<file path="src/sv/rsc_pkg.sv">
package rsc_pkg;

	// Register map: the register index is address bit 2.
	localparam int AddrWidth = 3;
	localparam int DataWidth = 32;

	typedef enum logic {
		REG_FILL_COLOR = 1'b0,
		REG_BLEND_MODE = 1'b1
	} reg_index_t;

	typedef enum logic {
		MODE_SRC_OVER = 1'b0,
		MODE_CLEAR    = 1'b1
	} blend_mode_t;

	localparam logic [7:0] BYTE_MAX = 8'hFF;

	// Datapath cfg; user keeps it fixed with pixels in flight (unchecked).
	typedef struct packed {
		logic [31:0] src_color;   // premultiplied fill color
		logic [7:0]  fill_alpha;  // straight fill alpha
		blend_mode_t mode;
	} cfg_t;

	// One byte lane scaled by a factor: (c * (a + 1)) >> 8.
	function automatic logic [7:0] scale_byte(logic [7:0] c, logic [7:0] a);
		logic [16:0] p;
		p = 17'(c) * 17'({1'b0, a} + 9'd1);
		return p[15:8];
	endfunction

	// All four byte lanes scaled by the same factor.
	function automatic logic [31:0] scale_lanes(logic [31:0] x, logic [7:0] a);
		logic [31:0] r;
		r = '0;
		for (int i = 0; i < 4; i++) begin
			r[8*i +: 8] = scale_byte(x[8*i +: 8], a);
		end
		return r;
	endfunction

	// Color lanes scaled by alpha, alpha lane kept.
	function automatic logic [31:0] premultiply(logic [31:0] c);
		logic [31:0] s;
		s = scale_lanes(c, c[31:24]);
		return {c[31:24], s[23:0]};
	endfunction

endpackage

</file>
<file path="src/sv/rsc_regs.sv">
module rsc_regs (
	input  logic                         clk,
	input  logic                         arst_n,
	input  logic                         psel,
	input  logic                         penable,
	input  logic                         pwrite,
	input  logic [rsc_pkg::AddrWidth-1:0] paddr,
	input  logic [rsc_pkg::DataWidth-1:0] pwdata,
	output logic [rsc_pkg::DataWidth-1:0] prdata,
	output logic                         pready,
	output rsc_pkg::cfg_t                cfg
);
	import rsc_pkg::*;

	logic [31:0] fill_color_q;
	logic [31:0] src_color_q;
	blend_mode_t blend_mode_q;
	reg_index_t  reg_sel;
	logic        wr_en;

	assign pready  = 1'b1;
	assign reg_sel = reg_index_t'(paddr[2]);
	assign wr_en   = psel && penable && pwrite && pready;

	// Register writes; the premultiplied color is formed once per fill color write.
	always_ff @(posedge clk or negedge arst_n) begin
		if (!arst_n) begin
			fill_color_q <= '0;
			src_color_q  <= '0;
			blend_mode_q <= MODE_SRC_OVER;
		end else if (wr_en) begin
			unique case (reg_sel)
				REG_FILL_COLOR: begin
					fill_color_q <= pwdata;
					src_color_q  <= premultiply(pwdata);
				end
				REG_BLEND_MODE: begin
					blend_mode_q <= blend_mode_t'(pwdata[0]);
				end
				default: begin
				end
			endcase
		end
	end

	// Read back.
	always_comb begin
		unique case (reg_sel)
			REG_FILL_COLOR: prdata = fill_color_q;
			REG_BLEND_MODE: prdata = {31'b0, blend_mode_q};
			default:        prdata = '0;
		endcase
	end

	assign cfg.src_color  = src_color_q;
	assign cfg.fill_alpha = fill_color_q[31:24];
	assign cfg.mode       = blend_mode_q;

endmodule

</file>
<file path="src/sv/rsc_datapath.sv">
module rsc_datapath (
	input  logic          clk,
	input  logic          arst_n,
	input  rsc_pkg::cfg_t cfg,
	input  logic          pixel_valid,
	output logic          pixel_stall,
	input  logic [31:0]   dest_pixel,
	input  logic [7:0]    coverage,
	input  logic          span_end,
	output logic          result_valid,
	input  logic          result_stall,
	output logic [31:0]   result_pixel,
	output logic          span_end_out
);
	import rsc_pkg::*;

	logic        v_s1, v_s2, v_s3, v_s4;
	logic        ld_s1, ld_s2, ld_s3, ld_s4;

	logic [31:0] dest_s1;
	logic [7:0]  cov_s1;
	logic        end_s1;

	logic [31:0] src_s2;
	logic [31:0] dest_s2;
	logic [7:0]  clr_alpha_s2;
	logic        end_s2;

	logic [31:0] src_s3;
	logic [31:0] dscl_s3;
	logic [31:0] dest_s3;
	logic [7:0]  clr_alpha_s3;
	logic        end_s3;

	logic [31:0] res_s4;
	logic        end_s4;

	logic [15:0] clr_prod;
	logic [7:0]  dest_gain;

	// A stage takes a new request when it is empty or its content moves on.
	assign ld_s4 = !v_s4 || !result_stall;
	assign ld_s3 = !v_s3 || ld_s4;
	assign ld_s2 = !v_s2 || ld_s3;
	assign ld_s1 = !v_s1 || ld_s2;
	assign pixel_stall = !ld_s1;

	// Valid bits.
	always_ff @(posedge clk or negedge arst_n) begin
		if (!arst_n) begin
			v_s1 <= 1'b0;
			v_s2 <= 1'b0;
			v_s3 <= 1'b0;
			v_s4 <= 1'b0;
		end else begin
			if (ld_s1) v_s1 <= pixel_valid;
			if (ld_s2) v_s2 <= v_s1;
			if (ld_s3) v_s3 <= v_s2;
			if (ld_s4) v_s4 <= v_s3;
		end
	end

	// Stage 1: capture the request.
	always_ff @(posedge clk) begin
		if (ld_s1 && pixel_valid) begin
			dest_s1 <= dest_pixel;
			cov_s1  <= coverage;
			end_s1  <= span_end;
		end
	end

	// Stage 2: source scaled by coverage, and the clear-mode alpha.
	assign clr_prod = 16'(cfg.fill_alpha) * 16'(cov_s1);

	always_ff @(posedge clk) begin
		if (ld_s2 && v_s1) begin
			src_s2       <= (cov_s1 == BYTE_MAX) ? cfg.src_color
			                                     : scale_lanes(cfg.src_color, cov_s1);
			dest_s2      <= dest_s1;
			clr_alpha_s2 <= BYTE_MAX - clr_prod[15:8];
			end_s2       <= end_s1;
		end
	end

	// Stage 3: destination scaled by the inverse source alpha.
	assign dest_gain = BYTE_MAX - src_s2[31:24];

	always_ff @(posedge clk) begin
		if (ld_s3 && v_s2) begin
			src_s3       <= src_s2;
			dscl_s3      <= scale_lanes(dest_s2, dest_gain);
			dest_s3      <= dest_s2;
			clr_alpha_s3 <= clr_alpha_s2;
			end_s3       <= end_s2;
		end
	end

	// Stage 4: sum or alpha rewrite into the output register.
	always_ff @(posedge clk) begin
		if (ld_s4 && v_s3) begin
			case (cfg.mode)
				MODE_CLEAR: res_s4 <= {clr_alpha_s3, dest_s3[23:0]};
				default:    res_s4 <= src_s3 + dscl_s3;
			endcase
			end_s4 <= end_s3;
		end
	end

	assign result_valid = v_s4;
	assign result_pixel = res_s4;
	assign span_end_out = end_s4;

	// The input stalls only when every stage is full and the output is held.
	a_stall_full: assert property (@(posedge clk) disable iff (!arst_n)
		pixel_stall == (v_s1 && v_s2 && v_s3 && v_s4 && result_stall))
		else $error("input stall does not match pipeline occupancy");

	// A held first stage keeps its request.
	a_s1_hold: assert property (@(posedge clk) disable iff (!arst_n)
		(v_s1 && !ld_s2) |=> (v_s1 && $stable(dest_s1) && $stable(cov_s1)))
		else $error("stage 1 request lost while held");

	// A held second stage keeps its partial result.
	a_s2_hold: assert property (@(posedge clk) disable iff (!arst_n)
		(v_s2 && !ld_s3) |=> (v_s2 && $stable(src_s2) && $stable(clr_alpha_s2)))
		else $error("stage 2 request lost while held");

	// A request moving out of stage 3 always lands in the output register.
	a_s3_move: assert property (@(posedge clk) disable iff (!arst_n)
		(v_s3 && ld_s4) |=> v_s4)
		else $error("stage 3 request dropped");

endmodule

</file>
<file path="src/sv/rgba_span_compositor.sv">
// RGBA8 span compositor: blends the configured fill color into a stream of
// destination pixels, one pixel request per clock while pixel_stall is low.
// Pixel channel: pixel_valid/pixel_stall with dest_pixel, coverage and
// span_end; a request is taken at an edge with valid high and stall low.
// Result channel: result_valid/result_stall with result_pixel and
// span_end_out, the span marker copied through unchanged.
// The datapath has four register stages: capture, source scaling,
// destination scaling and the output register. It takes one pixel per clock
// while pixel_stall is low, with byte-lane multipliers in the stages.
// When the receiver stalls, the output register holds its result and the
// earlier stages keep filling until all four are full; only then does
// pixel_stall rise. Nothing is dropped or repeated.
// Reset clears all stage valid bits; fill_color and blend_mode reset to 0.
// Configuration is written over the APB port (fill_color at 0x0, blend_mode
// at 0x4). The user writes it only with no pixel in flight; not enforced.
module rgba_span_compositor (
	input  logic                          clk,
	input  logic                          arst_n,
	input  logic                          psel,
	input  logic                          penable,
	input  logic                          pwrite,
	input  logic [rsc_pkg::AddrWidth-1:0] paddr,
	input  logic [rsc_pkg::DataWidth-1:0] pwdata,
	output logic [rsc_pkg::DataWidth-1:0] prdata,
	output logic                          pready,
	input  logic                          pixel_valid,
	output logic                          pixel_stall,
	input  logic [31:0]                   dest_pixel,
	input  logic [7:0]                    coverage,
	input  logic                          span_end,
	output logic                          result_valid,
	input  logic                          result_stall,
	output logic [31:0]                   result_pixel,
	output logic                          span_end_out
);
	import rsc_pkg::*;

	cfg_t cfg;

	// Configuration registers.
	rsc_regs u_regs (
		.clk     (clk),
		.arst_n  (arst_n),
		.psel    (psel),
		.penable (penable),
		.pwrite  (pwrite),
		.paddr   (paddr),
		.pwdata  (pwdata),
		.prdata  (prdata),
		.pready  (pready),
		.cfg     (cfg)
	);

	// Compositing pipeline.
	rsc_datapath u_datapath (
		.clk          (clk),
		.arst_n       (arst_n),
		.cfg          (cfg),
		.pixel_valid  (pixel_valid),
		.pixel_stall  (pixel_stall),
		.dest_pixel   (dest_pixel),
		.coverage     (coverage),
		.span_end     (span_end),
		.result_valid (result_valid),
		.result_stall (result_stall),
		.result_pixel (result_pixel),
		.span_end_out (span_end_out)
	);

endmodule

</file>
<file path="config.mk">
export PLATFORM = sky130hd
export DESIGN_NAME = rgba_span_compositor
export DESIGN_NICKNAME = d
export VERILOG_FILES = /design/src/sv/rsc_pkg.sv /design/src/sv/rsc_regs.sv /design/src/sv/rsc_datapath.sv /design/src/sv/rgba_span_compositor.sv
export SDC_FILE = /design/constraint.sdc
export NUM_CORES = 2
export LEC_CHECK = 0
export ABC_AREA = 0
export BUFFER_PORTS_ARGS = -buffer_cell sky130_fd_sc_hd__buf_2
export CAP_MARGIN = 20
export CORE_MARGIN = 5
export CORE_UTILIZATION = 50
export CTS_BUF_LIST = sky130_fd_sc_hd__clkbuf_8
export DETAILED_ROUTE_END_ITERATION = 7
export MAX_ROUTING_LAYER = met4
export PLACE_DENSITY_LB_ADDON = 0.1
export SLEW_MARGIN = 40
export SYNTH_ARGS = -nofsm -noshare
export SYNTH_HDL_FRONTEND = slang
export SYNTH_SLANG_ARGS = --single-unit
</file>
<file path="constraint.sdc">
create_clock -name clk -period 5.4 [get_ports clk]
set_input_delay 0.27 -clock clk [delete_from_list [all_inputs] [get_ports clk]]
set_output_delay 0.27 -clock clk [all_outputs]
set_load 0.1 [all_outputs]
</file>
==> impl_metrics.csv <==
group,metric,value,unit
synth,yosysWarningCount,0,
floorplan,start_util,50.2,%
sta,setup_viol,0,
synth,synthFlopType,"edfxtp_1",
synth,synth_seq_cells,305,
cts,root_buffer,"clkbuf_8",
sta,slew_headroom,45.9,%
sta,fmax,0.189,GHz
layout,regArea,8850,um2
synth,synth_fp_nets,4672,
worst_setup_path,r2r-end,"u_datapath.dscl_s3[7]$_DFFE_PP_",
worst_setup_path,rrSetupSlack,0.10,ns
routing,ant_nets,0,
hold_path,hp-class,"in2reg",
layout,fill_cells,6524,
layout,final_net_count,5007,
sta,hold_violations,0,
cts,path_clk_slew,0.06,ns
cts,clock_latency,0.68,ns
synth,synthDistinctLibCells,73,
layout,multi_input_area,26300,um2
worst_setup_path,r2r_cells,21,
global_route,grt_pass1_vias,27400,
place,placed_area,40000,um2
hold_path,holdPathStages,2,
global_route,antenna_found_initial,3,
run,drv_cap,0,
floorplan,num_io_pins,151,
sta,rsz0062_at_grt,"yes",
worst_setup_path,slowest_stage,"fa_1",
sta,fin_skew,0.0666,ns
synth,avgSynthCellArea,10.1,um2
synth,synth_edf_count,244,
sta,tightest_slew,0.811,ns
worst_setup_path,crit_fanout,6,
worst_setup_path,crit_chain,"inv_2 -> ha_4 -> nand2_4 -> or3_4 -> xor2_2 -> buf_12 -> buf_4 -> and2_1 -> fa_1 -> fa_1 -> fa_1 -> inv_1 -> fa_1 -> inv_1 -> ha_4 -> a21o_1 -> a21oi_2 -> o31a_1 -> o21ai_2 -> o41ai_2 -> xnor2_1",
layout,instances_no_fill,5049,
sta,fin_ws,0.101,ns
synth,synth_cells,3694,
floorplan,die-width,283,um
hold_path,min_to,"u_regs.fill_color_q[15]$_DFFE_PN0P_",
routing,drt_first_iter_violations,1249,
worst_setup_path,slowest_delay,0.51,ns
worst_setup_path,start_kind,"flip-flop",
sta,drv_slew,0,
worst_setup_path,cp.arrival,5.73,ns
global_route,grt_start_max_net_pins,81,
hold_path,min_from,"pwdata[15]",
place,gp_congestion,0.847,
worst_setup_path,crit_required,5.83,ns
sta,period_share,98.1,%
cts,htree_num_levels,2,
layout,utilization,58.1,%
floorplan,core-area,74100,um2
routing,wl_per_cell,18.1,um
worst_setup_path,r2r_start,"u_datapath.src_s2[24]$_DFFE_PP_",
routing,drt_wl_total,91400,um
routing,viasPerCell,5.17,
routing,vias,26100,
worst_setup_path,crit_path_end_kind,"flip-flop",
floorplan,row_count,100,
layout,layout-drive-gt1-share,13.9,%
sta,fin_crit,5.30,ns
synth,yosysSeqAreaShare,23.8,%
global_route,gr-total-overflow,0,
routing,drt_first_pass_iters,5,
layout,syn_to_final_growth,15.8,%
place,dpl.hpwl,69800,um
layout,design_area,43100,um2
place,numPortBuffers,147,
cts,numCtsBuffers,59,
synth,syn_area,37200,um2
cts,cts.sinks,305,
place,pre_cts_ws,-0.102,ns
global_route,grt_pass1_wl,147000,um
cts,clockBufferDepth,3,
global_route,grt_use_total,23.8,%
place,dpl.cell_count,4810,
floorplan,die_area,79900,um2
floorplan,fp.dieH,283,um
worst_setup_path,crit_top_cell,"fa_1",
status,status,"finished, final reports clean",
routing,route.detailed.drc,0,
synth,postSynth.asyncResetShare,20.0,%
cts,cts_tree,"built",
worst_setup_path,critical_path_class,"reg2reg",
## stage by stage
stage	setup TNS, ns	hold WS, ns
floorplan	-0.00154	-0.0256
global placement	-0.0402	0.401
detailed placement	-0.335	0.338
CTS	-0.0233	0.00284
global route	-0.276	0.0383
finish	0	0.0708
## kinds of logic (layout without fill, tap and decap cells)
family / Yosys count / count (layout) / share of synthesized area (%)
AOI/OAI and AO/OA: 360 / 360 / 6.33
adders and majority gates: 895 / 895 / 39.7
buffers and inverters: 748 / 1131 / 7.59
xor gates and xnor gates: 154 / 155 / 3.63
other: 1 / 3 / 0.0101
DFF: 305 / 305 / 23.8
and+or+nand+nor: 1196 / 1196 / 17.8
muxes: 35 / 35 / 1.06
## worst max-delay path by stage
stage,startpoint,to,slack [ns],cells past startpoint
after floorplan,u_datapath.src_s2[24]$_DFFE_PP_,u_datapath.dscl_s3[15]$_DFFE_PP_,-0.002,22
after global placement,u_datapath.src_s2[24]$_DFFE_PP_,u_datapath.dscl_s3[15]$_DFFE_PP_,-0.04,21
after detailed placement,u_datapath.src_s2[24]$_DFFE_PP_,u_datapath.dscl_s3[15]$_DFFE_PP_,-0.10,21
after CTS,u_datapath.cov_s1[6]$_DFFE_PP_,u_datapath.src_s2[15]$_DFFE_PP_,-0.02,18
after global routing,u_datapath.src_s2[25]$_DFFE_PP_,u_datapath.dscl_s3[15]$_DFFE_PP_,-0.10,21
final,u_datapath.src_s2[24]$_DFFE_PP_,u_datapath.dscl_s3[7]$_DFFE_PP_,0.10,21
## cell type report
class / count / area share [%]
multi-input cells: 2642 / 61.0
flip-flops and latches: 305 / 20.6
repair buffers: 408 / 7.48
inverters: 613 / 5.34
well taps: 969 / 2.82
clock buffers: 62 / 1.98
clock inverters: 48 / 0.817
diodes: 2 / 0.0116
## registers in the layout (all words and copies together), names as in the netlist, 8 cells and up
register / flops
u_datapath.clr_alpha_s2: 8
u_regs.src_color_q: 32
u_datapath.cov_s1: 8
u_datapath.dest_s3: 24
u_regs.fill_color_q: 24
u_datapath.dest_s2: 32
u_datapath.clr_alpha_s3: 8
u_datapath.src_s2: 32
u_datapath.result_pixel: 32
u_datapath.dscl_s3: 32
u_datapath.dest_s1: 32
u_datapath.src_s3: 32
## cell usage after synthesis (all sizes together) (8+ instances only)
cell type | instances | area share [%]
a211oi | 18 | 0.36
o21a | 20 | 0.40
nand3 | 34 | 0.46
and4 | 10 | 0.24
o21bai | 12 | 0.24
nand2 | 275 | 2.8
mux2 | 34 | 1.0
ha | 419 | 14
o211ai | 10 | 0.25
and3 | 28 | 0.47
fa | 476 | 26
buf | 16 | 0.20
xor2 | 50 | 1.2
nor3 | 40 | 0.57
nor2 | 67 | 0.68
nor2b | 112 | 1.9
a21oi | 75 | 1.0
dfrtp | 61 | 4.1
nand4 | 9 | 0.15
a21o | 61 | 1.2
o21ai | 93 | 1.3
o31ai | 13 | 0.26
inv | 612 | 6.2
and2 | 554 | 9.3
xnor2 | 104 | 2.5
a31oi | 16 | 0.27
edfxtp | 244 | 20
nand2b | 31 | 0.54
clkbuf | 119 | 1.2
nor4 | 8 | 0.15
## routing by layer
metal / global-route usage [%] / share of wire, % / up-vias
met5: - / 0 / -
met4: 6.12 / 2.7 / 0
met3: 2.95 / 4.1 / 116
met2: 39.1 / 48 / 492
met1: 31.7 / 46 / 13000
li1: - / - / 12500
## placed cells by master (no fill, tap or decap), drive strengths merged, types with 6 or more instances in the layout
cell / Yosys / layout
and4: 10 / 10
mux2: 34 / 34
a311oi: 7 / 7
nor2: 67 / 67
nand2: 275 / 275
nor4: 8 / 8
nor3: 40 / 40
o31ai: 13 / 13
inv: 612 / 630
a21o: 61 / 61
nor2b: 112 / 112
ha: 419 / 419
a211oi: 18 / 18
a21oi: 75 / 75
o21bai: 12 / 12
and3: 28 / 28
nand4: 9 / 9
o211ai: 10 / 10
a31oi: 16 / 16
edfxtp: 244 / 244
nand2b: 31 / 31
a31o: 7 / 7
clkbuf: 119 / 66
xnor2: 104 / 105
fa: 476 / 476
o21a: 20 / 20
nand3: 34 / 34
xor2: 50 / 50
or3: 6 / 6
buf: 16 / 328
clkinv: 1 / 22
and2: 554 / 554
o21ai: 93 / 93
dlygate4sd3: 0 / 76
dfrtp: 61 / 61
## critical path, delay by kind of cell (launching register included)
| kind | cells | cell delay (ns) |
|---|---|---|
| AND/OR/NAND/NOR | 3 | 0.58 |
| flip-flops | 1 | 0.41 |
| AO/OA/AOI/OAI | 5 | 1.02 |
| buffers and inverters | 5 | 0.51 |
| XOR/XNOR | 2 | 0.28 |
| adder cells (fa/ha/maj) | 6 | 2.26 |
## repair_timing
action                     4_1_cts  5_1_grt
resized for setup               11      107
pin swaps                        9       69
hold endpoints to repair       134        0
hold buffers                    76        0
cloned                           0        5
setup buffers                    7       40
setup endpoints to repair       11       48
Power is not shown: default switching activity piles up to over one toggle a cycle in this logic, so the estimate is an artifact.
